--- config.mk ---
export PLATFORM = sky130hd
export DESIGN_NAME = expression_token_scanner
export DESIGN_NICKNAME = d
export VERILOG_FILES = /design/src/rtl/etscn_pkg.sv /design/src/rtl/expression_token_scanner.sv /design/src/rtl/etscn_core.sv /design/src/rtl/etscn_fifo.sv
export SDC_FILE = /design/constraint.sdc
export NUM_CORES = 1
export LEC_CHECK = 0
export BUFFER_PORTS_ARGS = -buffer_cell sky130_fd_sc_hd__clkbuf_2
export CORE_UTILIZATION = 45
export DETAILED_ROUTE_END_ITERATION = 10
export SYNTH_ARGS = -nofsm -noshare
export SYNTH_HDL_FRONTEND = slang
export SYNTH_SLANG_ARGS = --single-unit
--- constraint.sdc ---
create_clock -name clk_i -period 13.5 [get_ports clk_i]
set_input_delay 0.675 -clock clk_i [delete_from_list [all_inputs] [get_ports clk_i]]
set_output_delay 0.675 -clock clk_i [all_outputs]
set_load 0.005 [all_outputs]
--- src/rtl/etscn_pkg.sv ---
// Shared types and constants of the expression token scanner.
package etscn_pkg;

  // Token kind codes
  localparam logic [4:0] KIND_END     = 5'd0;
  localparam logic [4:0] KIND_ERR     = 5'd1;
  localparam logic [4:0] KIND_LPAREN  = 5'd2;
  localparam logic [4:0] KIND_RPAREN  = 5'd3;
  localparam logic [4:0] KIND_PLUS    = 5'd4;
  localparam logic [4:0] KIND_MINUS   = 5'd5;
  localparam logic [4:0] KIND_MUL     = 5'd6;
  localparam logic [4:0] KIND_DIV     = 5'd7;
  localparam logic [4:0] KIND_POW     = 5'd8;
  localparam logic [4:0] KIND_NUM     = 5'd9;
  localparam logic [4:0] KIND_BIN     = 5'd10;
  localparam logic [4:0] KIND_LESS    = 5'd11;
  localparam logic [4:0] KIND_GREATER = 5'd12;
  localparam logic [4:0] KIND_EQUAL   = 5'd13;
  localparam logic [4:0] KIND_DIF     = 5'd14;
  localparam logic [4:0] KIND_SIN     = 5'd15;
  localparam logic [4:0] KIND_COS     = 5'd16;
  localparam logic [4:0] KIND_LOG     = 5'd17;
  localparam logic [4:0] KIND_TRUE    = 5'd18;
  localparam logic [4:0] KIND_FALSE   = 5'd19;

  // Special characters
  localparam logic [7:0] CH_NUL  = 8'h00;
  localparam logic [7:0] CH_HASH = "#";
  localparam logic [7:0] CH_B    = "b";
  localparam logic [7:0] CH_CARET = "^";
  localparam logic [7:0] CH_BANG = "!";
  localparam logic [7:0] CH_EQ   = "=";

  // Keyword table: SIN sin COS cos LOG log TRUE true True FALSE false False
  localparam int unsigned KW_NUM = 12;
  localparam logic [7:0] KW_TEXT [KW_NUM][5] = '{
    '{"S", "I", "N", 8'h00, 8'h00},
    '{"s", "i", "n", 8'h00, 8'h00},
    '{"C", "O", "S", 8'h00, 8'h00},
    '{"c", "o", "s", 8'h00, 8'h00},
    '{"L", "O", "G", 8'h00, 8'h00},
    '{"l", "o", "g", 8'h00, 8'h00},
    '{"T", "R", "U", "E", 8'h00},
    '{"t", "r", "u", "e", 8'h00},
    '{"T", "r", "u", "e", 8'h00},
    '{"F", "A", "L", "S", "E"},
    '{"f", "a", "l", "s", "e"},
    '{"F", "a", "l", "s", "e"}
  };
  localparam logic [2:0] KW_LEN [KW_NUM] = '{
    3'd3, 3'd3, 3'd3, 3'd3, 3'd3, 3'd3, 3'd4, 3'd4, 3'd4, 3'd5, 3'd5, 3'd5
  };
  localparam logic [4:0] KW_KIND [KW_NUM] = '{
    KIND_SIN, KIND_SIN, KIND_COS, KIND_COS, KIND_LOG, KIND_LOG,
    KIND_TRUE, KIND_TRUE, KIND_TRUE, KIND_FALSE, KIND_FALSE, KIND_FALSE
  };

  // One result beat
  typedef struct packed {
    logic [4:0]  kind;
    logic [15:0] start;
    logic [15:0] length;
    logic [7:0]  chr;
    logic        last;
  } token_t;

  // Results produced by one input beat, in order
  typedef struct packed {
    logic [1:0] n;
    token_t     tok0;
    token_t     tok1;
  } push_t;

endpackage

--- src/rtl/expression_token_scanner.sv ---
// Expression token scanner: one character per beat in, tokens out.
// Tokens are registered in the result queue and offered from its head in order.
// Throughput: one character per cycle while the four-entry result queue holds at most two
// tokens; output drains one token per cycle while the receiver is ready.
// Reset: asynchronous, active low; scanner idle, position zero, result queue empty.
module expression_token_scanner #(
  parameter int unsigned POSITION_BITS = 16
) (
  input  logic        clk_i,
  input  logic        rst_ni,
  input  logic        in_valid_i,
  output logic        in_ready_o,
  input  logic [7:0]  char_in_i,
  input  logic        restart_i,
  output logic        out_valid_o,
  input  logic        out_ready_i,
  output logic [4:0]  token_kind_o,
  output logic [15:0] token_start_o,
  output logic [15:0] token_length_o,
  output logic [7:0]  token_char_o,
  output logic        last_of_run_o
);
  import etscn_pkg::*;

  logic   fire;
  push_t  push;
  token_t out_tok;

  assign fire = in_valid_i && in_ready_o;

  // Scanner
  etscn_core #(
    .POSITION_BITS(POSITION_BITS)
  ) u_core (
    .clk_i     (clk_i),
    .rst_ni    (rst_ni),
    .fire_i    (fire),
    .char_i    (char_in_i),
    .restart_i (restart_i),
    .push_o    (push)
  );

  // Result queue
  etscn_fifo u_fifo (
    .clk_i       (clk_i),
    .rst_ni      (rst_ni),
    .push_i      (push),
    .room_o      (in_ready_o),
    .out_valid_o (out_valid_o),
    .out_ready_i (out_ready_i),
    .out_tok_o   (out_tok)
  );

  assign token_kind_o   = out_tok.kind;
  assign token_start_o  = out_tok.start;
  assign token_length_o = out_tok.length;
  assign token_char_o   = out_tok.chr;
  assign last_of_run_o  = out_tok.last;

`ifndef SYNTHESIS
  // Nothing is produced without an accepted beat
  assert property (@(posedge clk_i) disable iff (!rst_ni)
    (push.n != 2'd0) |-> fire)
    else $error("tokens pushed without an input beat");

  // Only the final token of a pair carries the last flag
  assert property (@(posedge clk_i) disable iff (!rst_ni)
    (push.n == 2'd2) |-> (!push.tok0.last && push.tok1.last))
    else $error("last flag misplaced on token pair");

  // The output is valid in the cycle after any push
  assert property (@(posedge clk_i) disable iff (!rst_ni)
    (push.n != 2'd0) |=> out_valid_o)
    else $error("pushed token not offered");

  // A single token is always the last one of its character
  assert property (@(posedge clk_i) disable iff (!rst_ni)
    (push.n == 2'd1) |-> push.tok0.last)
    else $error("single token missing last flag");
`endif

endmodule

--- src/rtl/etscn_core.sv ---
// Scanner state machine: turns one character into zero, one or two tokens.
module etscn_core #(
  parameter int unsigned POSITION_BITS = 16
) (
  input  logic             clk_i,
  input  logic             rst_ni,
  input  logic             fire_i,
  input  logic [7:0]       char_i,
  input  logic             restart_i,
  output etscn_pkg::push_t push_o
);
  import etscn_pkg::*;

  localparam int unsigned LW = POSITION_BITS + 1;

  typedef enum logic [2:0] {
    ST_IDLE, ST_NUM, ST_ZERO, ST_BIN, ST_REL, ST_WORD, ST_HALT
  } scan_state_e;

  scan_state_e             st_q, st_d, st;
  logic [POSITION_BITS-1:0] pos_q, pos_d, pos;
  logic [POSITION_BITS-1:0] tsp_q, tsp_d, tsp;
  logic [KW_NUM-1:0]        cand_q, cand_d, cand;
  logic [2:0]               wl_q, wl_d, wl;

  logic        is_digit, is_alpha, is_space, is_bit;
  logic        emit_a, emit_b, do_start, kw_hit;
  token_t      tok_a, tok_b;
  logic [4:0]  kw_kind;
  logic [LW-1:0] run_len, rel_len;
  logic [15:0] pos16, tsp16;

  function automatic logic [15:0] sat16(logic [LW-1:0] v);
    if (v > LW'(32'h0000_FFFF)) begin
      return 16'hFFFF;
    end
    return 16'(v);
  endfunction

  // Drop every keyword that does not continue with this letter
  function automatic logic [KW_NUM-1:0] kw_filter(logic [KW_NUM-1:0] cin, logic [2:0] len,
                                                  logic [7:0] c);
    logic [KW_NUM-1:0] r;
    r = cin;
    for (int k = 0; k < KW_NUM; k++) begin
      if (len >= KW_LEN[k]) begin
        r[k] = 1'b0;
      end else if (KW_TEXT[k][len] != c) begin
        r[k] = 1'b0;
      end
    end
    return r;
  endfunction

  // Restart applies before the character is handled
  always_comb begin
    if (restart_i) begin
      st   = ST_IDLE;
      pos  = '0;
      tsp  = '0;
      cand = '1;
      wl   = '0;
    end else begin
      st   = st_q;
      pos  = pos_q;
      tsp  = tsp_q;
      cand = cand_q;
      wl   = wl_q;
    end
  end

  // Character classes
  always_comb begin
    is_digit = char_i inside {["0":"9"]};
    is_alpha = char_i inside {["A":"Z"], ["a":"z"]};
    is_space = char_i inside {" ", 8'h09, 8'h0A, 8'h0D};
    is_bit   = char_i inside {"0", "1"};
  end

  assign run_len = LW'(pos - tsp);
  assign rel_len = run_len + LW'(1);
  assign pos16   = 16'(pos);
  assign tsp16   = 16'(tsp);

  // First surviving keyword whose length equals the word length
  always_comb begin
    kw_hit  = 1'b0;
    kw_kind = KIND_ERR;
    for (int k = KW_NUM - 1; k >= 0; k--) begin
      if (cand[k] && (KW_LEN[k] == wl)) begin
        kw_hit  = 1'b1;
        kw_kind = KW_KIND[k];
      end
    end
  end

  // Main scan step
  always_comb begin
    st_d     = st;
    tsp_d    = tsp;
    cand_d   = cand;
    wl_d     = wl;
    pos_d    = pos;
    emit_a   = 1'b0;
    emit_b   = 1'b0;
    do_start = 1'b0;
    tok_a    = '0;
    tok_b    = '0;

    // pending token
    case (st)
      ST_NUM: begin
        if (!is_digit) begin
          emit_a   = 1'b1;
          tok_a    = '{KIND_NUM, tsp16, sat16(run_len), 8'h00, 1'b0};
          st_d     = ST_IDLE;
          do_start = 1'b1;
        end
      end
      ST_ZERO: begin
        if (char_i == CH_B) begin
          st_d = ST_BIN;
        end else if (is_digit) begin
          st_d = ST_NUM;
        end else begin
          emit_a   = 1'b1;
          tok_a    = '{KIND_NUM, tsp16, sat16(run_len), 8'h00, 1'b0};
          st_d     = ST_IDLE;
          do_start = 1'b1;
        end
      end
      ST_BIN: begin
        if (!is_bit) begin
          emit_a   = 1'b1;
          tok_a    = '{KIND_BIN, tsp16, sat16(run_len), 8'h00, 1'b0};
          st_d     = ST_IDLE;
          do_start = 1'b1;
        end
      end
      ST_REL: begin
        emit_a = 1'b1;
        if (char_i == CH_EQ) begin
          tok_a = '{KIND_EQUAL, tsp16, sat16(rel_len), 8'h00, 1'b0};
          st_d  = ST_IDLE;
        end else if (char_i == CH_BANG) begin
          tok_a = '{KIND_DIF, tsp16, sat16(rel_len), 8'h00, 1'b0};
          st_d  = ST_IDLE;
        end else begin
          tok_a = '{KIND_ERR, pos16, 16'd1, char_i, 1'b0};
          st_d  = ST_HALT;
        end
      end
      ST_WORD: begin
        if (is_alpha) begin
          cand_d = kw_filter(cand, wl, char_i);
          wl_d   = (wl == 3'd7) ? wl : wl + 3'd1;
        end else begin
          emit_a = 1'b1;
          if (kw_hit) begin
            tok_a    = '{kw_kind, tsp16, sat16(run_len), 8'h00, 1'b0};
            st_d     = ST_IDLE;
            do_start = 1'b1;
          end else begin
            tok_a = '{KIND_ERR, tsp16, sat16(run_len), 8'h00, 1'b0};
            st_d  = ST_HALT;
          end
        end
      end
      ST_IDLE: do_start = 1'b1;
      ST_HALT: st_d = ST_HALT;
      default: st_d = ST_HALT;
    endcase

    // this character opens a new token
    if (do_start && !is_space) begin
      if (char_i == CH_NUL || char_i == CH_HASH) begin
        emit_b = 1'b1;
        tok_b  = '{KIND_END, pos16, 16'd0, 8'h00, 1'b0};
        st_d   = ST_HALT;
      end else begin
        case (char_i)
          "(":      begin emit_b = 1'b1; tok_b.kind = KIND_LPAREN;  end
          ")":      begin emit_b = 1'b1; tok_b.kind = KIND_RPAREN;  end
          "+":      begin emit_b = 1'b1; tok_b.kind = KIND_PLUS;    end
          "-":      begin emit_b = 1'b1; tok_b.kind = KIND_MINUS;   end
          "*":      begin emit_b = 1'b1; tok_b.kind = KIND_MUL;     end
          "/":      begin emit_b = 1'b1; tok_b.kind = KIND_DIV;     end
          CH_CARET: begin emit_b = 1'b1; tok_b.kind = KIND_POW;     end
          "<":      begin emit_b = 1'b1; tok_b.kind = KIND_LESS;    end
          ">":      begin emit_b = 1'b1; tok_b.kind = KIND_GREATER; end
          default: begin
            tsp_d = pos;
            if (char_i == CH_EQ || char_i == CH_BANG) begin
              st_d = ST_REL;
            end else if (is_digit) begin
              st_d = (char_i == "0") ? ST_ZERO : ST_NUM;
            end else if (is_alpha) begin
              st_d   = ST_WORD;
              cand_d = kw_filter('1, 3'd0, char_i);
              wl_d   = 3'd1;
            end else begin
              emit_b     = 1'b1;
              tok_b.kind = KIND_ERR;
              st_d       = ST_HALT;
            end
          end
        endcase
        if (emit_b) begin
          tok_b.start  = pos16;
          tok_b.length = 16'd1;
          tok_b.chr    = char_i;
        end
      end
    end

    // position moves unless halted, and stops at its top
    if (st != ST_HALT && pos != '1) begin
      pos_d = pos + POSITION_BITS'(1);
    end
  end

  // Pack results in order and flag the final one
  always_comb begin
    push_o = '0;
    if (fire_i) begin
      if (emit_a && emit_b) begin
        push_o.n         = 2'd2;
        push_o.tok0      = tok_a;
        push_o.tok1      = tok_b;
        push_o.tok1.last = 1'b1;
      end else if (emit_a || emit_b) begin
        push_o.n         = 2'd1;
        push_o.tok0      = emit_a ? tok_a : tok_b;
        push_o.tok0.last = 1'b1;
      end
    end
  end

  // Scanner state
  always_ff @(posedge clk_i or negedge rst_ni) begin
    if (!rst_ni) begin
      st_q   <= ST_IDLE;
      pos_q  <= '0;
      tsp_q  <= '0;
      cand_q <= '1;
      wl_q   <= '0;
    end else if (fire_i) begin
      st_q   <= st_d;
      pos_q  <= pos_d;
      tsp_q  <= tsp_d;
      cand_q <= cand_d;
      wl_q   <= wl_d;
    end
  end

endmodule

--- src/rtl/etscn_fifo.sv ---
// Four-entry result queue: takes up to two tokens per cycle, hands out one per beat.
module etscn_fifo (
  input  logic              clk_i,
  input  logic              rst_ni,
  input  etscn_pkg::push_t  push_i,
  output logic              room_o,
  output logic              out_valid_o,
  input  logic              out_ready_i,
  output etscn_pkg::token_t out_tok_o
);
  import etscn_pkg::*;

  token_t     mem_q [4];
  logic [1:0] wr_q, rd_q;
  logic [2:0] cnt_q;
  logic       pop;

  assign out_valid_o = (cnt_q != 3'd0);
  assign room_o      = (cnt_q <= 3'd2);
  assign pop         = out_valid_o && out_ready_i;
  assign out_tok_o   = mem_q[rd_q];

  // Storage
  always_ff @(posedge clk_i) begin
    if (push_i.n != 2'd0) begin
      mem_q[wr_q] <= push_i.tok0;
    end
    if (push_i.n == 2'd2) begin
      mem_q[2'(wr_q + 2'd1)] <= push_i.tok1;
    end
  end

  // Pointers and fill count
  always_ff @(posedge clk_i or negedge rst_ni) begin
    if (!rst_ni) begin
      wr_q  <= '0;
      rd_q  <= '0;
      cnt_q <= '0;
    end else begin
      wr_q  <= wr_q + push_i.n;
      rd_q  <= rd_q + {1'b0, pop};
      cnt_q <= cnt_q + {1'b0, push_i.n} - {2'b0, pop};
    end
  end

endmodule

# After elaboration in Yosys (flattened, before gate mapping)

Memory sizes are Yosys's and may differ from the RTL's.
Index checks and enable logic that the tools add are counted.
Widths: inputs -> output; s select.

Bits in registers: 57
Bits in writable memories: 184
Bits in read-only memories: 768
Input port bits: 13
Output and inout port bits: 48
Word-level logic and storage cells: 321
Memories: 13

Add/sub/neg operators: 9
Magnitude comparators: 13
Equality and inequality tests: 53
Multiplexer cells: 192
Bitwise logic cells: 1
Reduce and logical (&&, ||, !) cells: 32

Memory list:

| name             | depth | bits a word | rd ports | clocked after Yosys merged registers in | wr ports | line             | RTL |
|---|---|---|---|---|---|---|---|
| u_fifo.mem_q     | 4     | 46          | 1        | 0                                       | 2        | etscn_fifo.sv:13 | `token_t mem_q [4];` |
| (name not given) | 8     | 8           | 1        | 0                                       | 0        | etscn_core.sv:48 | `end else if (KW_TEXT[k][len] != c) begin` |
| (name not given) | 8     | 8           | 1        | 0                                       | 0        | etscn_core.sv:48 |  |
| (name not given) | 8     | 8           | 1        | 0                                       | 0        | etscn_core.sv:48 |  |
| (name not given) | 8     | 8           | 1        | 0                                       | 0        | etscn_core.sv:48 |  |
| (name not given) | 8     | 8           | 1        | 0                                       | 0        | etscn_core.sv:48 |  |
| +7 memories      | n/a   | n/a         | n/a      | n/a                                     | n/a      | n/a              |  |

Operators with widths:

| cell                  | count |
|---|---|
| $mux 46               | 7 |
| $mux 16               | 15 |
| $pmux 46 s5           | 1 |
| $mux 45               | 5 |
| $mux 8                | 24 |
| $eq 8x6->1 const B    | 14 |
| $mux 12               | 9 |
| $ne 8x8->1            | 12 |
| $mux 94               | 1 |
| $mux 1                | 84 |
| $ne 7x8->1 const A    | 10 |
| $mux 5                | 14 |
| $mux 3                | 23 |
| $mux 48               | 1 |
| $mux 47               | 1 |
| $pmux 5 s9            | 1 |
| $mux 40               | 1 |
| $gt 17x16->1 const B  | 2 |
| $eq 8x4->1 const B    | 3 |
| $logic_and 1x1->1     | 20 |
| $pmux 3 s6            | 1 |
| $add 17x1->17 const B | 1 |
| $sub 16x16->17        | 1 |
| $add 16x1->16 const B | 1 |
| 34 further kinds      | 48 |

# Longest topological paths before layout

Word-level depth: 30
Mapped depth: 23
Depth with buffers taken out: 20

# Cells and area by module

A second synthesis with hierarchy kept.

Cells, all modules: 1426
Area total of the unflattened synthesis: 16348.2 µm²

Modules (own cells, without submodules):

| module                   | times used | cells each | area an instance (µm²) | sequential area each (µm²) |
|---|---|---|---|---|
| etscn_fifo               | 1          | 486        | 9648.0                 | 5700.5 |
| etscn_core               | 1          | 939        | 6693.9                 | 1266.2 |
| expression_token_scanner | 1          | 1          | 6.3                    | 0.0 |

# Least setup slack after synthesis

Ideal clock, no wire load.

Path type: input-to-reg
Start: in restart_i
End: mem u_fifo.mem_q[1][11] (netlist name)
Arrival time: 5.647 ns
Required time: 13.366 ns
Slack: 7.719 ns
Stages: 22
Cells stage by stage: inv_1 > clkbuf_1 > buf_1 > clkbuf_1 > buf_1 > nand2_1 > ha_1 > a21o_1 > a211o_1 > a211oi_2 > or3_1 > o211ai_2 > nor4_4 > nand2_1 > nor2_1 > ha_1 > nor3b_1 > and3_1 > nand3_2 > or4b_4 > a31oi_4 > o211ai_1

RTL lines:

| element     | line                           | RTL |
|---|---|---|
| from (decl) | expression_token_scanner.sv:14 | `input logic restart_i,` |
| to (decl)   | etscn_fifo.sv:13               |  |

==> results.json <==
{
  "io_buffers": 60,
  "synth_mux_area_frac": 0.0719,
  "seq_area_sq_um": 6330,
  "initial_core_util": 0.459,
  "yosysWarnings": 0,
  "synth_cell_types": 92,
  "synth-main-ff-cell": "edfxtp_1",
  "io_pins": 61,
  "post-cts-setup-buffers": 0,
  "drive_above_1_share": 0.133,
  "period_needed_ps": 6760,
  "route.detailed.drc": 0,
  "synth_edf_count": 120,
  "syn2layout_area_growth_pct": 10.2,
  "grt_max_degree": 71,
  "cts.sinks": 241,
  "synth-seq-cells": 241,
  "wirelength_mm": 46.0,
  "hold_buffers": 0,
  "insertedDiodeCount": 0,
  "die_width_um": 184,
  "synthAdderAreaFrac": 0.0278,
  "die-area_sq_um": 34000,
  "antenna_found_initial": 1,
  "min_path_type": "in -> async",
  "instances_no_fill": 2035,
  "ctsResizeCount": 0,
  "fin_area_sq_um": 16500,
  "core_sq_um": 32600,
  "num_vias": 13052,
  "dp_slack_ps": 6430,
  "final_nets": 1616,
  "p_leak_nw": 5.90,
  "syn_nets": 1612,
  "synth_top_family_by_area": "compound AO/OA/AOI/OAI gates",
  "rsz0062_at_grt": "false",
  "wl_per_cell_um": 22.6,
  "place_congestion": 0.939,
  "htreeDepth": 1,
  "ir_drop_uv": 148,
  "arrival_ps": 7230,
  "cp-start-kind": "input port",
  "synth_cells": 1567,
  "gr-usage-all-layers": 0.271,
  "grt_pass1_wl_mm": 71.6,
  "antenna_left": 0,
  "fin_crit_sh": 0.501,
  "hold_violations": 0,
  "grt_pass1_vias": 12273,
  "syn_area_sq_um": 15000,
  "worstSetupPathType": "in -> reg",
  "multiInputGateArea_sq_um": 8040,
  "cts_tree": "done",
  "path_clk_slew_ps": 60,
  "end_kind": "flop",
  "dp.cells": 1983,
  "row_count": 66,
  "seq_area_frac_synth": 0.423,
  "clkLatencyLatePin_ps": 550,
  "fin_ws_ps": 6740,
  "clockBufferDepth": 3,
  "synth-async-reset-ratio": 0.237,
  "tns_ps": 0,
  "first_iter_violations": 1317,
  "vias_per_cell": 6.41,
  "firstDrtPassIters": 5,
  "fin_skew_ps": 13.0,
  "overflow": 0,
  "setup_viol": 0,
  "fillers": 2988,
  "maxCapViolations": 0,
  "cts_made_buffers": 28,
  "path_max_fanout": 70,
  "slew_headroom": 0.194,
  "post_dp_cell_area_sq_um": 15500,
  "status": "finished clean",
  "p_total_mw": 3.17,
  "die_h_um": 184,
  "dp_hpwl_mm": 32.3,
  "synth_xor_area_frac": 0.0262,
  "syn_avg_cell_area_sq_um": 9.55,
  "synthSimpleGateAreaFrac": 0.171,
  "root_buffer": "clkbuf_16",
  "critical_path_required_ps": 13960,
  "power_density_nw_per_um2": 192,
  "slew_viol_final": 0,
  "worst-slew-pin-transition_ps": 1190,
  "synth_compound_area_frac": 0.240,
  "fmax_ghz": 0.148
}
-- cells in the final DEF, fill, tap and decap left out, drive strengths merged, types with 25 or more instances in the layout --
cell type | Yosys | routed
nand2 | 182 | 182
a21oi | 78 | 78
mux4 | 46 | 46
clkbuf | 83 | 93
o22ai | 105 | 105
o21ai | 96 | 96
nor3 | 42 | 42
and2 | 32 | 32
ha | 30 | 30
edfxtp | 120 | 120
xnor2 | 26 | 26
a31oi | 30 | 30
nor2 | 123 | 123
a22oi | 48 | 48
dfxtp | 64 | 64
inv | 52 | 54
nand3 | 36 | 36
o211ai | 25 | 25
dfrtp | 45 | 45
-- routing by layer --
layer / wire (um) / share of wire / vias to the layer above / global-route usage
li1: - / - / 6002 / -
met1: 20300 / 0.44 / 6405 / 0.378
met2: 21500 / 0.47 / 568 / 0.439
met3: 3300 / 0.072 / 77 / 0.0395
met4: 1010 / 0.022 / 0 / 0.0750
met5: 0 / 0 / - / 0
-- final cells by class --
cell class | instances | area share
tap | 442 | 0.0335
clock inverter | 19 | 0.0131
multi-input combinational | 1172 | 0.488
inverter | 53 | 0.0121
timing repair buffer | 75 | 0.0250
clock buffer | 33 | 0.0449
sequential | 241 | 0.384
-- sequential cells by signal, indices dropped and copies added, names as in the netlist --
signal	flops
u_fifo.cnt_q	3
u_fifo.rd_q	2
u_fifo.mem_q	184
u_core.wl_q	3
u_fifo.wr_q	2
u_core.tsp_q	16
u_core.st_q	3
u_core.pos_q	16
u_core.cand_q	12
-- cell families (layout without fill, tap and decap cells) --
kind of cell / after synthesis / in the layout
fa+ha+maj: 32 / 32
flops: 241 / 241
mux: 50 / 50
buf+inv: 154 / 180
xor+xnor: 40 / 40
simple gates: 528 / 528
compound gates: 522 / 522
-- critical path, cell delays in order --
cell and delay, ps:
clkbuf_2 80, buf_4 320, inv_1 120, buf_4 380, nand2_1 220, inv_1 250, ha_1 520, inv_1 170
a21oi_1 380, a211oi_1 120, o2111a_1 300, nor3_1 390, nand2_1 230, inv_1 210, ha_1 350, o21ai_0 180
nor2_1 180, nand2_1 690, nor2_1 930, a31oi_4 250, o211ai_1 170
-- final timing paths --
kind | startpoint | end | slack [ps] | cells after the start
max | restart_i | u_fifo.mem_q[2][13] | 6740 | 21
min | rst_ni | u_core.wl_q[1] | 330 | 2
max reg2reg | u_core.wl_q[0] | u_fifo.mem_q[2][13] | 7470 | 17
min reg2reg | u_fifo.mem_q[2][17] | u_fifo.mem_q[2][17] | 470 | 2
max in group asynchronous | rst_ni | u_fifo.rd_q[0] | 12580 | 2
min in group clk_i | u_fifo.mem_q[2][17] | u_fifo.mem_q[2][17] | 470 | 2
-- per-stage QoR --
step	hold WS, ps	util
after detailed placement	459	0.476
final	331	0.506
after global routing	389	0.506
after global placement	448	0.476
after floorplan	379	-
after CTS	350	0.506
-- synthesized netlist by cell type, types with 26 or more instances --
master / number / area share
a21oi_1: 77 / 0.026
a22oi_1: 48 / 0.024
a31oi_1: 26 / 0.011
and2_1: 32 / 0.013
clkbuf_1: 83 / 0.021
dfrtp_1: 45 / 0.075
dfxtp_1: 64 / 0.086
edfxtp_1: 120 / 0.24
ha_1: 30 / 0.025
inv_1: 52 / 0.013
mux4_2: 46 / 0.069
nand2_1: 182 / 0.046
nand3_1: 34 / 0.011
nor2_1: 123 / 0.031
nor3_1: 41 / 0.014
o21ai_0: 89 / 0.030
o22ai_1: 105 / 0.044
-- power by group --
part / internal [mW] / switching, mW / total [mW]
registers: 0.911 / 0.0988 / 1.01
logic: 0.472 / 0.906 / 1.38
clock network: 0.471 / 0.314 / 0.785
Power figures use the tool's default switching activity.
